<file path="config.mk">
export PLATFORM = sky130hd
export DESIGN_NAME = sem_mag
export DESIGN_NICKNAME = d
export VERILOG_FILES = /design/src/sobel_edge_magnitude_assert.svh /design/src/sem_pkg.sv /design/src/sem_mag.sv
export SDC_FILE = /design/constraint.sdc
export NUM_CORES = 1
export LEC_CHECK = 0
export ABC_AREA = 1
export BUFFER_PORTS_ARGS = -buffer_cell sky130_fd_sc_hd__buf_2
export CORE_ASPECT_RATIO = 1.5
export CORE_MARGIN = 1.5
export CORE_UTILIZATION = 45
export CTS_CLUSTER_DIAMETER = 200
export DETAILED_ROUTE_END_ITERATION = 10
export GPL_ROUTABILITY_DRIVEN = 0
export PLACE_DENSITY = 0.69
export SLEW_MARGIN = 25
export SYNTH_ARGS = -nofsm -noshare
export SYNTH_HDL_FRONTEND = slang
export SYNTH_SLANG_ARGS = --single-unit
</file>
<file path="constraint.sdc">
create_clock -name i_clk -period 6.35 [get_ports i_clk]
set_input_delay 0 -clock i_clk [delete_from_list [all_inputs] [get_ports i_clk]]
set_output_delay 0 -clock i_clk [all_outputs]
set_load 0.02 [all_outputs]
</file>
<file path="src/sobel_edge_magnitude_assert.svh">
// ----------------------------------------------------------------------------
// sobel edge magnitude assertion macros
// concurrent assertion wrappers, compiled out when ASSERT_OFF is defined
// ----------------------------------------------------------------------------
`ifndef SOBEL_EDGE_MAGNITUDE_ASSERT_SVH
`define SOBEL_EDGE_MAGNITUDE_ASSERT_SVH
`ifndef ASSERT_OFF
`define SEM_ASSERT(lbl, clk, rst_n, prop, msg) \
    lbl: assert property (@(posedge clk) disable iff (!rst_n) (prop)) else $error(msg);
`define SEM_ASSERT_ALWAYS(lbl, clk, prop, msg) \
    lbl: assert property (@(posedge clk) (prop)) else $error(msg);
`else
`define SEM_ASSERT(lbl, clk, rst_n, prop, msg)
`define SEM_ASSERT_ALWAYS(lbl, clk, prop, msg)
`endif
`endif

</file>
<file path="src/sem_pkg.sv">
// ----------------------------------------------------------------------------
// sem_pkg
// shared widths, register codes and beat types of the sobel edge magnitude block
// ----------------------------------------------------------------------------
package sem_pkg;

    localparam int PIX_W          = 8;
    localparam int CFG_W          = 11;
    localparam int CFG_IDX_W      = 1;
    localparam int POS_W          = 10;
    localparam int GRAD_W         = 11;
    localparam int SQ_W           = 20;
    localparam int SUM_W          = 21;
    localparam int RAD_W          = 16;
    localparam int ROOT_W         = 8;
    localparam int REM_W          = 9;
    localparam int SQ_STEPS       = 8;
    localparam int MIN_DIM        = 3;
    localparam int DIM_RESET      = 1024;
    localparam int DEF_MAX_WIDTH  = 1024;
    localparam int DEF_MAX_HEIGHT = 1024;

    localparam logic [CFG_IDX_W-1:0] CFG_IMAGE_WIDTH  = 1'b0;
    localparam logic [CFG_IDX_W-1:0] CFG_IMAGE_HEIGHT = 1'b1;

    localparam logic [ROOT_W-1:0] MAG_MAX = 8'd255;

    typedef struct packed {
        logic [POS_W-1:0] row;
        logic [POS_W-1:0] col;
        logic             last;
    } t_tag;

    typedef struct packed {
        logic signed [GRAD_W-1:0] gx;
        logic signed [GRAD_W-1:0] gy;
        t_tag                     tag;
    } t_grad;

endpackage

</file>
<file path="src/sem_mag.sv">
// ----------------------------------------------------------------------------
// sem_mag
// squares, sum and bit-per-stage floor square root with saturation
// ----------------------------------------------------------------------------
module sem_mag (
    input  logic                        i_clk,
    input  logic                        i_rst_n,
    input  logic                        i_en,
    input  logic                        i_valid,
    input  sem_pkg::t_grad              i_grad,
    output logic                        o_valid,
    output logic [sem_pkg::ROOT_W-1:0]  o_edge_value,
    output sem_pkg::t_tag               o_tag
);

    import sem_pkg::*;

    logic signed [2*GRAD_W-1:0] prod_x, prod_y;
    logic [SUM_W-1:0]           sum;

    logic             r_v2;
    t_tag             r_tag2;
    logic [SQ_W-1:0]  r_sqx, r_sqy;

    logic              r_sv    [0:SQ_STEPS];
    t_tag              r_stag  [0:SQ_STEPS];
    logic              r_ssat  [0:SQ_STEPS];
    logic [RAD_W-1:0]  r_srad  [0:SQ_STEPS-1];
    logic [REM_W-1:0]  r_srem  [1:SQ_STEPS-1];
    logic [ROOT_W-1:0] r_sroot [1:SQ_STEPS];

    assign prod_x = i_grad.gx * i_grad.gx;
    assign prod_y = i_grad.gy * i_grad.gy;
    assign sum    = {1'b0, r_sqx} + {1'b0, r_sqy};

    always_ff @(posedge i_clk) begin
        if (!i_rst_n) begin
            r_v2     <= 1'b0;
            r_sv[0]  <= 1'b0;
        end else if (i_en) begin
            r_v2     <= i_valid;
            r_sv[0]  <= r_v2;
        end
    end

    always_ff @(posedge i_clk) begin
        if (i_en) begin
            r_tag2    <= i_grad.tag;
            r_sqx     <= prod_x[SQ_W-1:0];
            r_sqy     <= prod_y[SQ_W-1:0];
            r_stag[0] <= r_tag2;
            r_ssat[0] <= |sum[SUM_W-1:RAD_W];
            r_srad[0] <= sum[RAD_W-1:0];
        end
    end

    for (genvar k = 1; k <= SQ_STEPS; k++) begin : g_stage
        logic [REM_W-1:0]  prev_rem;
        logic [ROOT_W-1:0] prev_root;
        logic [REM_W+1:0]  rem_sh;
        logic [REM_W+1:0]  trial;
        logic              ge;

        if (k == 1) begin : g_first
            assign prev_rem  = '0;
            assign prev_root = '0;
        end else begin : g_next
            assign prev_rem  = r_srem[k-1];
            assign prev_root = r_sroot[k-1];
        end

        assign rem_sh = {prev_rem, r_srad[k-1][RAD_W-1 -: 2]};
        assign trial  = {1'b0, prev_root, 2'b01};
        assign ge     = rem_sh >= trial;

        always_ff @(posedge i_clk) begin
            if (!i_rst_n) begin
                r_sv[k] <= 1'b0;
            end else if (i_en) begin
                r_sv[k] <= r_sv[k-1];
            end
        end

        always_ff @(posedge i_clk) begin
            if (i_en) begin
                r_stag[k]  <= r_stag[k-1];
                r_ssat[k]  <= r_ssat[k-1];
                r_sroot[k] <= {prev_root[ROOT_W-2:0], ge};
            end
        end

        if (k < SQ_STEPS) begin : g_carry
            always_ff @(posedge i_clk) begin
                if (i_en) begin
                    r_srad[k] <= {r_srad[k-1][RAD_W-3:0], 2'b00};
                    r_srem[k] <= ge ? REM_W'(rem_sh - trial) : REM_W'(rem_sh);
                end
            end
        end
    end

    assign o_valid      = r_sv[SQ_STEPS];
    assign o_tag        = r_stag[SQ_STEPS];
    assign o_edge_value = r_ssat[SQ_STEPS] ? MAG_MAX : r_sroot[SQ_STEPS];

endmodule

</file>
==> summary.txt <==
Outcome
  – Status: complete, but fails checks
  – Failing checks: design-rule violations

Setup path
  – Flop2flop setup slack: 4.05 ns
  – RR Endpoint: r_srem[0][41]
  – Arrival time worst endpoint: about 5.1 ns
  – Critical path class: input port to flip-flop
  – Setup crit start kind: input port
  – CP most frequent cell: fa_1
  – Worst r2r src: r_srem[0][27]
  – Max incr delay on CP: 0.55 ns
  – CP endpoint kind: flip-flop
  – CP max stage cell: fa_1
  – Worst-path fanout max: 13
  – CP cell instances: dlygate4sd3_1 -> buf_2 -> nor2_1 -> fa_1 -> inv_1 -> fa_1 -> fa_1 -> inv_1 -> fa_1 -> inv_1 -> fa_1 -> inv_1 -> ha_1 -> a21oi_1 -> o21ai_0 -> a211oi_1 -> nand2_1 -> nand2_1 -> nand2_1
  – Worst endpoint required time: roughly 6.7 ns
  – R2R depth: 9

Synthesis
  – Main combinational cell family by area after synthesis: adder cells
  – Sequential area share after synthesis: 0.527
  – Gate Count Post-Synth: approximately 2.1k
  – Synth Cell Area: 24600 um2
  – Xor/xnor share of the synthesized area: 0.0271
  – Fraction of the mapped netlist area in simple logic gates: 0.0960
  – Post-synth EDFFs: 430
  – FFs w/ async S/R, synth: 0
  – Yosys cell types: 50
  – Post-synthesis mux area share: 0
  – Avg Inst Size Synth: roughly 12 um2
  – Ys flop type: edfxtp_1
  – FF+latch count, synth: ~430
  – Compound-Gate Fraction of Synth Area: 0.0392
  – Syn Nets: 2475
  – YS warnings: 0
  – Synth Area in Adders: 0.226

CTS
  – CTS Sinks: roughly 430
  – Worst-path clk slew: roughly 0.06 ns
  – Root Driver: clkbuf_16
  – Worst-skew pair later-pin latency: about 0.54 ns
  – H-tree depth: 2
  – Number of CTS-inserted buffers: 39
  – Clk buf depth: 3
  – CTS tree: built
  – Setup bufs post-CTS: 0

Layout
  – Commonest non-fill, non-tap cell in the layout: inv_1
  – Reg area: ~13000 um2
  – Layout Area Growth over Synthesis: 11.2%
  – Footprint of the multi-input gates: 9530 um2
  – Layout cell share with drive strength beyond 1: 0.0810
  – Most frequent cells in the layout: inv_1 (512), edfxtp_1 (430), nand2_1 (344)
  – Nets: around 2.6k
  – Fin cells: 2937
  – Fillers: around 4.6k
  – Post-route cell area: approximately 27000 um2
  – Finished Core Util: 0.508

Routing
  – Vias per cell: roughly 5
  – Pre-antenna DRT Iters: 9
  – Initial DRC count: a little under 700
  – Total Wirelength: between 40000 and 50000 um
  – DRC errors left: 12
  – WL/cell: between 10 and 15 um
  – DRT antenna net count: 0
  – Vias: between 10k and 15k

Floorplan
  – FP Rows: approximately 100
  – Die W: 194 um
  – Initial Util: 0.457
  – Die area: 56000 um2
  – Chip height: 289 um
  – Std-Cell Core Area: about 54000 um2
  – # IOs: 77

STA
  – Final Setup Violations: 0
  – Fmax: 208 MHz
  – Final Critical Period: approximately 4.8 ns
  – RSZ-0062 raised after global routing: false
  – Setup TNS: 0 ns
  – Skew final: between 0.02 and 0.03 ns
  – Slew Limit Headroom: 0.372
  – Fin crit share: 0.756
  – Final Hold Vio Count: 0
  – Least-Margin Pin Slew: 0.942 ns
  – Final-report max-slew violation count: 0

Min path
  – Hold Path Depth: 3
  – HP Start: i_en
  – HP Class: input port to flip-flop
  – Hold Path End: r_sv[8]

Placement
  – HPWL after DPL: about 30000 um
  – Port bufs: 76
  – Inst Count DP: 2838
  – Area post-placement: approximately 26000 um2

Global routing
  – Global route overflow: 0
  – Total Routing Usage GR: 0.148
  – Largest net degree at the start of global routing: 150
  – First-pass GRT wire length: 67300 um
  – Initial antenna violation count: 2
  – Vias in the first global route: 15.0k

Power
  – Int Power: between 0.007 and 0.008 W
  – Leakage power: 12.5 nW
  – Psw: 0.00464 W
  – Power density over the cells: ~440 nW/um2
  – Register share of total power: 0.341
  – Clk pwr share: 0.197
  – Total power draw: roughly 0.012 W
  – Peak VDD IR: 329 uV
  – Switching share of power: 0.386
  – Gate power share: 0.462

Job
  – Max-Cap Viols: 0
-- synth_stat cells, drive strengths merged, types with 5 or more instances --
cell type  instances  area [um2]
a21o               8        60.1
a21oi             72         379
a31oi              5        31.3
buf                5        50.0
clkbuf            24        90.1
edfxtp           430       12900
fa               190        3800
ha               139        1740
inv              515        1930
nand2            350        1330
nand3             72         365
nand4             13         103
nor2              83         342
nor3               9        55.1
o211ai             6        55.1
o21a               7        52.6
o21ai             55         290
or2               16         100
xnor2             25         219
xor2              50         445
-- power groups by stage --
stage,registers (W),logic [W],clock network [W]
4_1_cts,0.00410,0.00556,0.00244
2_1_floorplan,0.00409,0.00430,0
3_5_place_dp,0.00416,0.00553,0
5_1_grt,0.00414,0.00637,0.00255
3_3_place_gp,0.00414,0.00532,0
6_report,0.00410,0.00556,0.00237
-- critical path: cells and delay by family --
family                   cells  cell delay, ns
buffers and inverters        6            1.08
AO/OA/AOI/OAI                3            0.66
AND/OR/NAND/NOR              4            0.33
adder cells (fa/ha/maj)      6            3.01
-- sequential cells by signal, summed over array words and instances, names as in the netlist --
| register | flops |
|---|---|
| r_sqx | 19 |
| r_sqy | 19 |
| r_srad | 72 |
| r_srem | 57 |
| r_sroot | 36 |
| r_ssat | 9 |
| r_stag | 189 |
| r_sv | 9 |
| r_tag2 | 21 |
| r_v2 | 1 |
-- worst max path at each step --
stage / start / slack (ns) / to / cells after the start
3_5_place_dp: i_grad[31] / 1.31 / r_sqy[19] / 20
6_report: i_grad[32] / 1.55 / r_sqx[17] / 19
5_1_grt: i_grad[32] / 1.32 / r_sqx[17] / 19
2_1_floorplan: i_grad[42] / 1.70 / r_sqx[17] / 18
4_1_cts: i_grad[32] / 1.57 / r_sqx[15] / 20
3_3_place_gp: i_grad[42] / 1.32 / r_sqx[17] / 18
-- area by class of cell --
| type | count | area share |
|---|---|---|
| Clock inverter | 20 | 0.0108 |
| Tap cell | 689 | 0.0316 |
| Inverter | 516 | 0.0709 |
| Multi-Input combinational cell | 1122 | 0.349 |
| Sequential cell | 432 | 0.474 |
| Clock buffer | 49 | 0.0371 |
| Timing Repair Buffer | 107 | 0.0258 |
| Antenna cell | 2 | 0.000183 |
-- kinds of logic (layout without fill, tap and decap cells) --
family	Yosys count	in the layout
AND/OR/NAND/NOR	552	552
AO/OA/AOI/OAI	165	165
buffers and inverters	545	692
flip-flops	432	432
adder cells (fa/ha/maj)	329	329
XOR/XNOR	75	75
other	1	3
-- metrics by stage --
step                      setup WS, ns  hold slack, ns
after floorplan                   1.70          0.0989
after global placement            1.32           0.176
after detailed placement          1.31           0.178
after CTS                         1.57          0.0590
after global routing              1.32          0.0708
final                             1.55          0.0201
-- metal layers --
| layer | wire (um) | GRT usage |
|---|---|---|
| met3 | 1220 | 0.0185 |
| met2 | 23400 | 0.306 |
| met5 | 0 | 0 |
| met4 | 2220 | 0.0856 |
| met1 | 13800 | 0.137 |
-- repair_timing --
| item | in CTS | in global routing |
|---|---|---|
| hold buffers | 28 | 0 |
| hold endpoints to repair | 35 | 0 |
| gates resized for setup | 0 | 0 |
Power figures use the tool's default switching activity.
